===== config.mk =====
export PLATFORM = sky130hd
export DESIGN_NAME = esrr_ctrl
export DESIGN_NICKNAME = d
export VERILOG_FILES = /design/src/design/esrr_pkg.sv /design/src/design/esrr_ctrl.sv
export SDC_FILE = /design/constraint.sdc
export NUM_CORES = 1
export LEC_CHECK = 0
export BUFFER_PORTS_ARGS = -buffer_cell sky130_fd_sc_hd__buf_2
export CAP_MARGIN = 10
export CORE_AREA = 10 10 47 49
export CTS_BUF_LIST = sky130_fd_sc_hd__clkbuf_4
export DETAILED_ROUTE_END_ITERATION = 7
export DIE_AREA = 0 0 57 59
export HOLD_SLACK_MARGIN = 0.05
export PLACE_DENSITY = 0.65
export SLEW_MARGIN = 20
export SYNTH_ARGS = -nofsm -noshare
export SYNTH_HDL_FRONTEND = slang
export SYNTH_SLANG_ARGS = --single-unit

===== constraint.sdc =====
create_clock -name clk -period 2 [get_ports clk]
set_input_delay 0 -clock clk [delete_from_list [all_inputs] [get_ports clk]]
set_output_delay 0 -clock clk [all_outputs]
set_load 0.005 [all_outputs]

===== src/design/esrr_pkg.sv =====
// Package for the expiring-slot round-robin scheduler.
// Holds the table size, time constants, opcodes, status codes and the structs
// shared by the controller, the datapath and the top level. No dependencies.
package esrr_pkg;

	localparam int unsigned SLOT_COUNT = 16;
	localparam int unsigned SW         = $clog2(SLOT_COUNT);
	localparam int unsigned CNT_W      = (SW > 4) ? SW : 4;
	localparam int unsigned DIV_STEPS  = 4;
	localparam int unsigned US_PER_MS  = 1000;

	localparam logic [62:0] TIME_MAX = {63{1'b1}};
	// A difference at or above this gives a quotient that no longer fits 32 bits.
	localparam logic [62:0] SAT_DIFF = 63'(US_PER_MS) << 32;
	// The fraction 0.024 of 1024/1000, scaled by 2^32 and rounded down.
	localparam logic [26:0] MS_RECIP = 27'd103079215;

	typedef enum logic [1:0] {
		OP_ADD    = 2'd0,
		OP_REMOVE = 2'd1,
		OP_TICK   = 2'd2,
		OP_RSVD   = 2'd3
	} op_t;

	typedef enum logic [2:0] {
		ST_ADDED    = 3'd0,
		ST_FULL     = 3'd1,
		ST_REMOVED  = 3'd2,
		ST_SELECTED = 3'd3,
		ST_NONE     = 3'd4
	} status_t;

	typedef enum logic [3:0] {
		S_IDLE,
		S_DEC,
		S_MUL,
		S_ADDW,
		S_EXP,
		S_EXPW,
		S_PICK,
		S_SUB,
		S_DIVI,
		S_DIV,
		S_RES
	} state_t;

	typedef struct packed {
		op_t         opcode;
		logic [62:0] now_us;
		logic        hold;
		logic [7:0]  cmd_kind;
		logic [31:0] life_ms;
		logic [31:0] prep_ms;
		logic [63:0] target_bits;
		logic [23:0] extra_bytes;
		logic [7:0]  slot_sel;
	} item_t;

	typedef struct packed {
		status_t     status;
		logic [3:0]  slot_no;
		logic [31:0] left_ms;
		logic [7:0]  out_kind;
		logic [31:0] out_prep_ms;
		logic [63:0] out_target;
		logic [23:0] out_extra;
	} res_t;

	typedef struct packed {
		logic [62:0] end_time;
		logic [7:0]  kind;
		logic [31:0] prep;
		logic [63:0] target;
		logic [23:0] extra;
	} slot_t;

	typedef struct packed {
		logic capture;
		logic mul;
		logic add_wr;
		logic remove;
		logic none;
		logic exp_rd;
		logic pick;
		logic sub;
		logic div_init;
		logic div_step;
		logic load_out;
	} dp_cmd_t;

	typedef struct packed {
		op_t  op;
		logic hold;
		logic cnt_last;
		logic div_last;
		logic any_valid;
		logic sat;
	} dp_sts_t;

	// Slot numbers are reported in four bits: the low bits of the index.
	function automatic logic [3:0] to_slot_no(input logic [SW-1:0] idx);
		logic [SW+3:0] ext;
		ext = {4'b0, idx};
		return ext[3:0];
	endfunction

endpackage


===== src/design/esrr_ctrl.sv =====
// Controller of the scheduler: sequences add, remove and tick work on the datapath.
// Depends on esrr_pkg.
module esrr_ctrl (
	input  logic              clk,
	input  logic              arst_n,
	input  logic              in_valid,
	input  logic              out_free,
	input  esrr_pkg::dp_sts_t st,
	output logic              in_ready,
	output esrr_pkg::dp_cmd_t cmd
);
	import esrr_pkg::*;

	state_t state_q, state_d;

	always_ff @(posedge clk or negedge arst_n) begin
		if (!arst_n) begin
			state_q <= S_IDLE;
		end else begin
			state_q <= state_d;
		end
	end

	always_comb begin
		state_d  = state_q;
		cmd      = '0;
		in_ready = 1'b0;
		case (state_q)
			S_IDLE: begin
				in_ready = 1'b1;
				if (in_valid) begin
					cmd.capture = 1'b1;
					state_d     = S_DEC;
				end
			end
			S_DEC: begin
				case (st.op)
					OP_ADD: state_d = S_MUL;
					OP_REMOVE: begin
						cmd.remove = 1'b1;
						state_d    = S_RES;
					end
					OP_TICK: begin
						if (st.hold) begin
							cmd.none = 1'b1;
							state_d  = S_RES;
						end else begin
							state_d = S_EXP;
						end
					end
					default: begin
						cmd.none = 1'b1;
						state_d  = S_RES;
					end
				endcase
			end
			S_MUL: begin
				cmd.mul = 1'b1;
				state_d = S_ADDW;
			end
			S_ADDW: begin
				cmd.add_wr = 1'b1;
				state_d    = S_RES;
			end
			S_EXP: begin
				cmd.exp_rd = 1'b1;
				if (st.cnt_last) begin
					state_d = S_EXPW;
				end
			end
			// The last slot's end time is checked here.
			S_EXPW: state_d = S_PICK;
			S_PICK: begin
				cmd.pick = 1'b1;
				if (st.any_valid) begin
					state_d = S_SUB;
				end else begin
					cmd.none = 1'b1;
					state_d  = S_RES;
				end
			end
			S_SUB: begin
				cmd.sub = 1'b1;
				state_d = S_DIVI;
			end
			S_DIVI: begin
				cmd.div_init = 1'b1;
				state_d      = st.sat ? S_RES : S_DIV;
			end
			S_DIV: begin
				cmd.div_step = 1'b1;
				if (st.div_last) begin
					state_d = S_RES;
				end
			end
			S_RES: begin
				if (out_free) begin
					cmd.load_out = 1'b1;
					state_d      = S_IDLE;
				end
			end
			default: state_d = S_IDLE;
		endcase
	end

	ap_load_free: assert property (@(posedge clk) disable iff (!arst_n)
		cmd.load_out |-> out_free && state_q == S_RES)
		else $error("result loaded while the output register is occupied");

	ap_div_len: assert property (@(posedge clk) disable iff (!arst_n)
		state_q == S_DIV && st.div_last |=> state_q == S_RES)
		else $error("division did not hand over to the result state");

	ap_accept_idle: assert property (@(posedge clk) disable iff (!arst_n)
		cmd.capture |=> state_q == S_DEC)
		else $error("accepted item not decoded");

endmodule


==> flow_summary.yaml <==
clocking:
  cts_sinks: 4
  cts_made_buffers: 3
  cts.clk_slew.worst_paths_ns: 0.04
  ctsRootBufferMaster: "clkbuf_4"
  cts_tree: "yes"
  cts_max_path_buffers: 2
  post_cts_buffers: 0
  post_cts_resized: 0
  hold_buffers: 3
  h-tree-depth: 1
  clk_latency_ns: 0.23
layout:
  reg_top3: "state_q x4"
  fin_area_um2: 616
  nets: 98
  largest_reg_flops: 4
  antenna-diode-count: 0
  mostFrequentLayoutCell: "buf_2"
  layout_common_cells: "22 x buf_2, 8 x nor2_1, 6 x nand2_1"
  top_register: "state_q"
  ff_latch_area_um2: 100
  fillers: 153
  multiInputGateArea_um2: 310
  syn2layout_area_growth_pct: 37.4
  final_layout_size_suffix_gt1_share_pct: 35.3
global_route:
  grtUsageTotal_pct: 8.24
  grt_max_degree: 16
  grt_pass1_vias: 536
  grt-ovfl-total: 0
  antenna_found_initial: 0
  grt_first_pass_wirelength_um: 2390
synthesis:
  avgSynthCellArea_um2: 7.47
  ys_ff_latch: 4
  synth_top_cell_area_share_pct: 22.3
  syn-cell-area_um2: 448
  yosysSeqAreaShare_pct: 22.3
  ys_types: 27
  synth_fp_nets: 71
  synth_top_area_cell: "dfrtp_1"
  synth.area.top_cells: "dfrtp_1 22%, nor2_1 6.7%, nand2b_4 6.1%"
  synth_cells: 60
  ys_warn_count: 0
sta:
  rsz0062_at_grt: "no"
  min_period_ns: 1.57
  final.setup.worst_slack_ns: 0.429
  finalCritPeriodShare_pct: 78.6
  maxSlewViolCount: 0
  finalSetupViolCount: 0
  fmax_mhz: 636
  finalSetupTns_ns: 0
  worst_pin_slew_ns: 0.442
  finalHoldViolCount: 0
  relSlewSlack_pct: 70.5
  finalClockSkew_ns: 0.00347
die:
  dieHeight_um: 59
  die_area_um2: 3360
  core_um2: 1400
  io_pins: 23
  die_w_um: 57
  rows: 14
  initial_utilization_pct: 32.0
routing:
  final_antenna_net_count: 0
  firstDrtPassIters: 2
  drc_errors: 0
  dr_total_vias: 525
  routed_wl_um: 1350
  vias_per_cell: 5.20
  drt_iter0_drc: 7
  wire_per_inst_um: 13.4
worst_setup_path:
  end_kind: "output port"
  rrSetupSlack_ns: 0.48
  crit_arrival_ns: 1.57
  path_max_fanout: 15
  crit_type: "reg -> out"
  start_kind: "register"
  required_ns: 2.00
power:
  p_leak_nw: 0.298
  power.density_nw_per_um2: 1340
  vdd_drop_max_mv: 0.686
  total_power_uw: 823
run:
  maxCapViolations: 0
placed_design:
  place_ws_ns: 0.475
  placed_cell_area_um2: 563
  gp_congestion: 0.793
  dp_hpwl_um: 1100
  portBuffers: 22
min_path:
  hold_path_class: "in -> async"
run_status:
  status: "finished, final reports clean"
worst paths after layout:
| path | endpoint | depth (start not counted) | startpoint |
|---|---|---|---|
| min | state_q[0] | 2 | arst_n |
| min in group clk | state_q[2] | 4 | st[1] |
| min reg2reg | state_q[2] | 1 | state_q[3] |
| max reg2reg | state_q[0] | 4 | state_q[2] |
| max | cmd[6] | 5 | state_q[1] |
| max in group asynchronous | state_q[2] | 2 | arst_n |
synth_stat cells:
cell type and count:
and2_1 1, nor4b_1 2, o221ai_2 1, inv_1 4, o21ai_0 1, o22a_1 1, nor2_1 8, o32a_1 1
o22ai_1 1, dfrtp_1 4, o211a_1 1, o32ai_1 3, nor2b_1 3, buf_4 1, nand2b_1 1, buf_2 3
nand2b_4 2, nand2_1 6, o31ai_1 1, nand2b_2 1, or3_1 1, o2bb2ai_1 1, a31oi_1 2, o21a_1 1
a21oi_1 3, a311oi_1 1, nor3_1 5
layout make-up:
type	instances	area share (%)
Inverter	4	2.44
Sequential cell	4	16.3
Clock buffer	3	3.66
Tap cell	16	3.25
Multi-Input combinational cell	48	50.4
Timing Repair Buffer	26	24.0
through the flow:
step | cells | utilization (%) | hold slack (ns)
finish | 101 | 43.9 | 0.103
global route | 101 | 43.9 | 0.102
CTS | 101 | 43.9 | 0.104
detailed placement | 95 | 40.2 | -0.193
global placement | 95 | 40.2 | -0.191
floorplan | 60 | - | -0.296
worst max-delay path, stage by stage, from the launching register on:
cell and delay, ns:
dfrtp_1 0.53, nand2b_4 0.25, nor4b_1 0.26, a31oi_1 0.07, nor2_1 0.11, buf_2 0.12
layer usage:
layer	part of all wire (%)	vias to the layer above	GRT usage, %
met5	0	-	0
met4	0	0	1.01
met3	10	0	5.15
met2	38	23	10.7
met1	52	227	11.3
li1	-	275	-
logic make-up after synthesis:
group / after synthesis / share of synthesized area, %
and+or+nand+nor: 30 / 37.7
buffers and inverters: 8 / 8.38
DFF: 4 / 22.3
AOI/OAI and AO/OA: 18 / 31.6
power by group:
part	total [mW]	internal, mW	switching [mW]
clock network	0.0967	0.0669	0.0298
registers	0.237	0.117	0.119
logic	0.490	0.244	0.246
total	0.823	0.428	0.395
Note: power is estimated with default switching activity, not from simulation.
