<file path="config.mk">
export PLATFORM = sky130hd
export DESIGN_NAME = esrr_dp
export DESIGN_NICKNAME = d
export VERILOG_FILES = /design/src/design/esrr_pkg.sv /design/src/design/esrr_dp.sv
export SDC_FILE = /design/constraint.sdc
export NUM_CORES = 2
export LEC_CHECK = 0
export ABC_AREA = 0
export BUFFER_PORTS_ARGS = -buffer_cell sky130_fd_sc_hd__buf_2
export CAP_MARGIN = 10
export CORE_MARGIN = 2
export CORE_UTILIZATION = 35
export CTS_CLUSTER_SIZE = 8
export DETAILED_ROUTE_END_ITERATION = 10
export HOLD_SLACK_MARGIN = 0.02
export PLACE_DENSITY = 0.55
export SYNTH_ARGS = -nofsm -noshare
export SYNTH_HDL_FRONTEND = slang
export SYNTH_SLANG_ARGS = --single-unit
</file>
<file path="constraint.sdc">
create_clock -name clk -period 19.1 [get_ports clk]
set_clock_uncertainty 0.15 [all_clocks]
set_input_delay 2.865 -clock clk [delete_from_list [all_inputs] [get_ports clk]]
set_output_delay 2.865 -clock clk [all_outputs]
set_load 0.02 [all_outputs]
</file>
<file path="src/design/esrr_pkg.sv">
// Package for the expiring-slot round-robin scheduler.
// Holds the table size, time constants, opcodes, status codes and the structs
// shared by the controller, the datapath and the top level. No dependencies.
package esrr_pkg;

	localparam int unsigned SLOT_COUNT = 16;
	localparam int unsigned SW         = $clog2(SLOT_COUNT);
	localparam int unsigned CNT_W      = (SW > 4) ? SW : 4;
	localparam int unsigned DIV_STEPS  = 4;
	localparam int unsigned US_PER_MS  = 1000;

	localparam logic [62:0] TIME_MAX = {63{1'b1}};
	// A difference at or above this gives a quotient that no longer fits 32 bits.
	localparam logic [62:0] SAT_DIFF = 63'(US_PER_MS) << 32;
	// The fraction 0.024 of 1024/1000, scaled by 2^32 and rounded down.
	localparam logic [26:0] MS_RECIP = 27'd103079215;

	typedef enum logic [1:0] {
		OP_ADD    = 2'd0,
		OP_REMOVE = 2'd1,
		OP_TICK   = 2'd2,
		OP_RSVD   = 2'd3
	} op_t;

	typedef enum logic [2:0] {
		ST_ADDED    = 3'd0,
		ST_FULL     = 3'd1,
		ST_REMOVED  = 3'd2,
		ST_SELECTED = 3'd3,
		ST_NONE     = 3'd4
	} status_t;

	typedef enum logic [3:0] {
		S_IDLE,
		S_DEC,
		S_MUL,
		S_ADDW,
		S_EXP,
		S_EXPW,
		S_PICK,
		S_SUB,
		S_DIVI,
		S_DIV,
		S_RES
	} state_t;

	typedef struct packed {
		op_t         opcode;
		logic [62:0] now_us;
		logic        hold;
		logic [7:0]  cmd_kind;
		logic [31:0] life_ms;
		logic [31:0] prep_ms;
		logic [63:0] target_bits;
		logic [23:0] extra_bytes;
		logic [7:0]  slot_sel;
	} item_t;

	typedef struct packed {
		status_t     status;
		logic [3:0]  slot_no;
		logic [31:0] left_ms;
		logic [7:0]  out_kind;
		logic [31:0] out_prep_ms;
		logic [63:0] out_target;
		logic [23:0] out_extra;
	} res_t;

	typedef struct packed {
		logic [62:0] end_time;
		logic [7:0]  kind;
		logic [31:0] prep;
		logic [63:0] target;
		logic [23:0] extra;
	} slot_t;

	typedef struct packed {
		logic capture;
		logic mul;
		logic add_wr;
		logic remove;
		logic none;
		logic exp_rd;
		logic pick;
		logic sub;
		logic div_init;
		logic div_step;
		logic load_out;
	} dp_cmd_t;

	typedef struct packed {
		op_t  op;
		logic hold;
		logic cnt_last;
		logic div_last;
		logic any_valid;
		logic sat;
	} dp_sts_t;

	// Slot numbers are reported in four bits: the low bits of the index.
	function automatic logic [3:0] to_slot_no(input logic [SW-1:0] idx);
		logic [SW+3:0] ext;
		ext = {4'b0, idx};
		return ext[3:0];
	endfunction

endpackage

</file>
<file path="src/design/esrr_dp.sv">
// Datapath of the scheduler: slot memory, valid bits, round-robin pointer,
// end-time arithmetic and a reciprocal-multiply divide by 1000. Depends on esrr_pkg.
module esrr_dp (
	input  logic              clk,
	input  logic              arst_n,
	input  esrr_pkg::item_t   item_d,
	input  esrr_pkg::dp_cmd_t cmd,
	output esrr_pkg::dp_sts_t st,
	output esrr_pkg::res_t    out_q
);
	import esrr_pkg::*;

	item_t             in_q;
	logic [SLOT_COUNT-1:0] valid_q;
	logic [SW-1:0]     rr_q;
	logic [CNT_W-1:0]  cnt_q;
	logic              chk_v_s1;
	logic [SW-1:0]     chk_idx_s1;
	logic [41:0]       prod_q;
	logic [62:0]       diff_q;
	logic [58:0]       recip_q;
	logic [41:0]       mprod_q;
	logic [11:0]       rem_q;
	logic [31:0]       dq_q;
	res_t              res_q;

	slot_t             mem [SLOT_COUNT];
	slot_t             rd_q;
	slot_t             wdata;
	logic              mem_we;
	logic [SW-1:0]     raddr;

	logic [SW-1:0]     free_idx;
	logic              full;
	logic [SW-1:0]     pick_idx;
	logic [SW-1:0]     rr_next;
	logic [63:0]       end_sum;
	logic [62:0]       end_time;
	logic [1:0]        q_fix;
	logic              remove_hit;

	function automatic res_t mk_res(input status_t s, input logic [3:0] n);
		res_t r;
		r         = '0;
		r.status  = s;
		r.slot_no = n;
		return r;
	endfunction

	// Lowest free slot.
	always_comb begin
		free_idx = '0;
		for (int i = SLOT_COUNT - 1; i >= 0; i--) begin
			if (!valid_q[i]) begin
				free_idx = SW'(i);
			end
		end
	end
	assign full = &valid_q;

	// First valid slot at or after the round-robin pointer.
	always_comb begin
		logic [SW:0] sum;
		pick_idx = '0;
		for (int k = SLOT_COUNT - 1; k >= 0; k--) begin
			sum = {1'b0, rr_q} + (SW+1)'(k);
			if (sum >= (SW+1)'(SLOT_COUNT)) begin
				sum = sum - (SW+1)'(SLOT_COUNT);
			end
			if (valid_q[sum[SW-1:0]]) begin
				pick_idx = sum[SW-1:0];
			end
		end
	end
	assign rr_next = (pick_idx == SW'(SLOT_COUNT - 1)) ? '0 : pick_idx + 1'b1;

	// now + delay*1000 cannot pass 2^64, so bit 63 marks the saturating case.
	assign end_sum  = {1'b0, in_q.now_us} + {22'b0, prod_q};
	assign end_time = end_sum[63] ? TIME_MAX : end_sum[62:0];

	assign wdata.end_time = end_time;
	assign wdata.kind     = in_q.cmd_kind;
	assign wdata.prep     = in_q.prep_ms;
	assign wdata.target   = in_q.target_bits;
	assign wdata.extra    = in_q.extra_bytes;
	assign mem_we         = cmd.add_wr && !full;
	assign raddr          = cmd.pick ? pick_idx : cnt_q[SW-1:0];

	// The estimated quotient is at most two low, so the remainder is under 3000.
	assign q_fix = (rem_q >= 12'(2 * US_PER_MS)) ? 2'd2 :
	               (rem_q >= 12'(US_PER_MS))     ? 2'd1 : 2'd0;

	assign remove_hit = in_q.slot_sel < 8'(SLOT_COUNT);

	always_ff @(posedge clk) begin
		if (mem_we) begin
			mem[free_idx] <= wdata;
		end
		rd_q <= mem[raddr];
	end

	always_ff @(posedge clk or negedge arst_n) begin
		if (!arst_n) begin
			valid_q  <= '0;
			rr_q     <= '0;
			cnt_q    <= '0;
			chk_v_s1 <= 1'b0;
		end else begin
			chk_v_s1 <= cmd.exp_rd;
			if (cmd.exp_rd) begin
				cnt_q <= st.cnt_last ? '0 : cnt_q + 1'b1;
			end else if (cmd.div_step) begin
				cnt_q <= st.div_last ? '0 : cnt_q + 1'b1;
			end
			if (mem_we) begin
				valid_q[free_idx] <= 1'b1;
			end
			if (cmd.remove && remove_hit) begin
				valid_q[in_q.slot_sel[SW-1:0]] <= 1'b0;
			end
			if (chk_v_s1 && in_q.now_us >= rd_q.end_time) begin
				valid_q[chk_idx_s1] <= 1'b0;
			end
			if (cmd.pick && st.any_valid) begin
				rr_q <= rr_next;
			end
		end
	end

	always_ff @(posedge clk) begin
		chk_idx_s1 <= cnt_q[SW-1:0];
		if (cmd.capture) begin
			in_q <= item_d;
		end
		if (cmd.mul) begin
			prod_q <= 42'(in_q.life_ms) * 42'(US_PER_MS);
		end
		if (cmd.add_wr) begin
			res_q <= full ? mk_res(ST_FULL, 4'd0) : mk_res(ST_ADDED, to_slot_no(free_idx));
		end
		if (cmd.remove) begin
			res_q <= mk_res(ST_REMOVED, 4'd0);
		end
		if (cmd.none) begin
			res_q <= mk_res(ST_NONE, 4'd0);
		end else if (cmd.pick) begin
			res_q <= mk_res(ST_SELECTED, to_slot_no(pick_idx));
		end
		if (cmd.sub) begin
			diff_q            <= rd_q.end_time - in_q.now_us;
			res_q.out_kind    <= rd_q.kind;
			res_q.out_prep_ms <= rd_q.prep;
			res_q.out_target  <= rd_q.target;
			res_q.out_extra   <= rd_q.extra;
		end
		if (cmd.div_init) begin
			// With t = diff >> 10, diff / 1000 is close to t + t * 0.024.
			recip_q <= 59'(diff_q[41:10]) * 59'(MS_RECIP);
			if (st.sat) begin
				res_q.left_ms <= '1;
			end
		end
		if (cmd.div_step) begin
			// Each register reads the one before it, so step k settles stage k.
			dq_q    <= diff_q[41:10] + 32'(recip_q[58:32]);
			mprod_q <= 42'(dq_q) * 42'(US_PER_MS);
			rem_q   <= 12'(diff_q[41:0] - mprod_q);
			if (st.div_last) begin
				res_q.left_ms <= dq_q + 32'(q_fix);
			end
		end
		if (cmd.load_out) begin
			out_q <= res_q;
		end
	end

	assign st.op        = in_q.opcode;
	assign st.hold      = in_q.hold;
	assign st.cnt_last  = cnt_q == CNT_W'(SLOT_COUNT - 1);
	assign st.div_last  = cnt_q == CNT_W'(DIV_STEPS - 1);
	assign st.any_valid = |valid_q;
	assign st.sat       = diff_q >= SAT_DIFF;

	ap_remove_clears: assert property (@(posedge clk) disable iff (!arst_n)
		cmd.remove && remove_hit |=> !valid_q[$past(in_q.slot_sel[SW-1:0])])
		else $error("removed slot still valid");

	ap_add_grows: assert property (@(posedge clk) disable iff (!arst_n)
		mem_we |=> $countones(valid_q) == $past($countones(valid_q)) + 1)
		else $error("add did not occupy exactly one new slot");

	ap_rem_range: assert property (@(posedge clk) disable iff (!arst_n)
		cmd.div_step && st.div_last |-> rem_q < 12'(3 * US_PER_MS))
		else $error("divider remainder out of range");

	ap_pick_valid: assert property (@(posedge clk) disable iff (!arst_n)
		cmd.pick && st.any_valid |-> valid_q[pick_idx])
		else $error("round-robin pick landed on a free slot");

endmodule

</file>
==> impl_results.md <==
- Max-cap viol count: 0
- H-Tree Level Count: 6
- Total GRT Usage: between 20% and 30%
- RSZ-0062 raised after global routing: no
- Initial antenna violation count: 47
- Worst EP arrival: around 9300 ps
- IO Port Bufs: between 400 and 500
- Synth cell types: 87
- Area of the die: between 500000 and 600000 um^2
- Clock Pin Slew Worst Setup and Hold Paths: ~50 ps
- Root buffer cell: clkbuf_16
- CP max FO: 106
- Post-cts hold buffer count: 0
- Max_slew headroom: roughly 14%
- Reg2Reg Setup Slack: around 11000 ps
- WS Path Type: flop to flop
- Crit Reg-Reg Startpoint: rr_q[1]
- Crit path max-delay family: buffers and inverters
- Post-Synthesis Cells: roughly 14000
- TritonRoute pass-1 iters: 11
- Vias per inst: 5.55
- Least-Margin Pin Slew: 1280 ps
- Drc violations: 1
- Post-CTS sizing: 0
- Violated checks: design-rule violations
- Hold crit path type: flop to flop
- Num rows: roughly 270
- Net count after synthesis: ~15000
- Critical R2R Capture: rd_q[108]
- CP Cell Sequence: inv_2 -> ha_1 -> mux4_2 -> mux2i_1 -> mux2i_1 -> or2_2 -> a211o_1 -> o211a_1 -> o311a_4 -> nor2_4 -> buf_4 -> buf_12 -> buf_4 -> buf_4 -> mux2i_1 -> a32oi_1 -> nand3_1 -> nand3_1
- CTS tree: yes
- Setup TNS: 0 ps
- Final min period: roughly 8500 ps
- Fin. Hold Viols: 0
- Critical Path RT: roughly 20000 ps
- Register bit count reported by yosys: about 4000
- Die width: between 700 and 800 um
- Final WL: 579000 um
- Fin crit share: roughly 45%
- Layout cells sized above 1: ~12%
- Setup ws final: 10550 ps
- Fill cells: ~49000
- DR iter-0 viols: 13300
- Hold Path Sink: out_q[54]
- IO Pins: 421
- Worst skew pair latency: 1120 ps
- Post-DR wirelength/cell: 26.9 um
- Synth top area cells: edfxtp_1 60%, fa_1 5.3%, ha_1 4.0%, mux2i_1 3.7%, nand2_1 2.9%
- Leading area contributor after synthesis: edfxtp_1
- Crit path buffers/inverters: 5
- Die H: ~740 um
- Synth async-reset ratio: less than 1%
- Hold wc startpoint: res_q[54]
- First-pass GRT wire length: approximately 830000 um
- DR vias: approximately 120k
- Crit end category: flop
- Longest Clk Path Bufs: 4
- Main synth FF type: edfxtp_1
- Final nets: roughly 15000
- Number of buffers created by CTS: between 500 and 600
- CTS Sinks: about 4000
- Synth warn: 0
- Fmax achieved: ~0.12 GHz
- Post-DP HPWL: between 300000 and 400000 um
- Largest net degree at the start of global routing: between 150 and 200
- Postcts setup bufs: 0
- Critical path's largest stage delay: 860 ps
- Status: complete, but fails checks
- RD Place Congestion: 0.864
- Most frequent cell after synthesis: edfxtp_1
- CP max stage cell: buf_4
- Post-route ant nets: 0
- Initial core utilization: about a third
- CP startpoint kind: flop
- FF-to-FF path depth: 18
- Post-Syn Area per Cell: between 10 and 15 um^2
- Dpl ws: approximately 11000 ps
- EDFF count, synth: about 3800
- Seq/Total Area, Yosys: between 60% and 70%
- Top-area cell type share of the netlist area: around three fifths
- Area Overhead vs Synth: 14.5%
- Core area: between 500000 and 600000 um^2
- WHS Path Cells: 0
- Post-Syn Area: ~190000 um^2
- Final Max Slew Viols: 0
- Synth top cells by count: 3764 x edfxtp_1, 1453 x nand2_1, 1019 x inv_1
- Vias in the first global route: approximately 120k
- Final Setup Violations: 0
- Total gr overflow: 0
## metrics by stage
stage          hold slack [ps]  instance area (um^2)  std cells  util, %
6_report                   256                215000      21500     40.2
5_1_grt                    263                214000      21500     40.2
4_1_cts                    253                214000      21500     40.2
3_5_place_dp               255                197000      20500     37.0
3_3_place_gp               253                197000      20500     37.0
2_1_floorplan              222                187000      13600        -
## cell type report
class                      count  area (um^2)  share of cell area (%)
tap                         7020         8780                    4.09
multi-input combinational   7816        62400                    29.1
clock inverter                50          807                   0.376
timing repair buffer         633         4020                    1.88
antenna                       21         52.6                  0.0245
sequential                  4023       118000                    55.2
inverter                    1023         3850                    1.79
clock buffer                 936        16300                    7.57
## per-layer routing
| layer | global-route usage (%) | share of wire, % | vias up |
|---|---|---|---|
| met4 | 5.88 | 2.9 | 34 |
| met5 | 0 | 0.032 | - |
| met2 | 32.4 | 45 | 4958 |
| met1 | 29.9 | 44 | 61300 |
| met3 | 3.37 | 7.7 | 856 |
| li1 | - | - | 52200 |
## cell families (layout without fill, tap and decap cells)
kind of cell / count (synthesis) / in the layout / synth area share [%]
DFF: 4023 / 4023 / 63.1
and+or+nand+nor: 3175 / 3175 / 7.56
AOI/OAI and AO/OA: 2169 / 2169 / 8.63
buffers and inverters: 1766 / 2642 / 3.71
muxes: 1137 / 1137 / 6.56
adders and majority gates: 1093 / 1093 / 9.27
xor gates and xnor gates: 242 / 242 / 1.13
other: 0 / 21 / 0
## state kept, by name (all words and copies together) (netlist names)
register	count
mprod_q	9
recip_q	27
chk_v_s1	1
dq_q	32
valid_q	16
rr_q	4
diff_q	63
mem	3056
out_q	167
prod_q	39
rem_q	9
cnt_q	4
chk_idx_s1	4
in_q	231
res_q	167
rd_q	191
st	3
## how the worst max path moves through the flow
stage / cells past startpoint / start / slack, ps / endpoint
4_1_cts: 18 / rr_q[1] / 10580 / rd_q[108]
3_5_place_dp: 12 / cmd[4] / 10570 / rd_q[94]
2_1_floorplan: 5 / cmd[8] / 1240 / valid_q[12]
3_3_place_gp: 12 / cmd[4] / 10580 / rd_q[111]
6_report: 18 / rr_q[1] / 10550 / rd_q[108]
5_1_grt: 18 / rr_q[1] / 10160 / rd_q[108]
## cells in the final DEF, fill, tap and decap left out, types with 61 or more instances in the layout
cell | synthesis | routed
edfxtp_1 | 3764 | 3764
dfxtp_1 | 234 | 234
nor3_1 | 64 | 61
a21oi_1 | 390 | 389
nand2_1 | 1453 | 1449
a221oi_1 | 157 | 157
fa_1 | 492 | 492
nor4_1 | 72 | 70
a21o_1 | 122 | 121
a22oi_1 | 128 | 128
o21ai_0 | 234 | 224
o31ai_1 | 61 | 61
and2_1 | 150 | 146
o22a_1 | 142 | 142
nand3_1 | 816 | 814
a32oi_1 | 146 | 146
xnor2_1 | 156 | 156
clkbuf_16 | 0 | 596
inv_1 | 1019 | 1019
buf_2 | 165 | 416
mux2i_1 | 693 | 692
buf_4 | 26 | 189
a222oi_1 | 388 | 388
ha_1 | 601 | 601
mux2_2 | 412 | 411
nor2_1 | 408 | 393
xor2_1 | 86 | 86
clkbuf_1 | 512 | 334
o22ai_1 | 112 | 112
a31oi_1 | 82 | 82
Power is not shown: default switching activity piles up to over one toggle a cycle in this logic, so the estimate is an artifact.
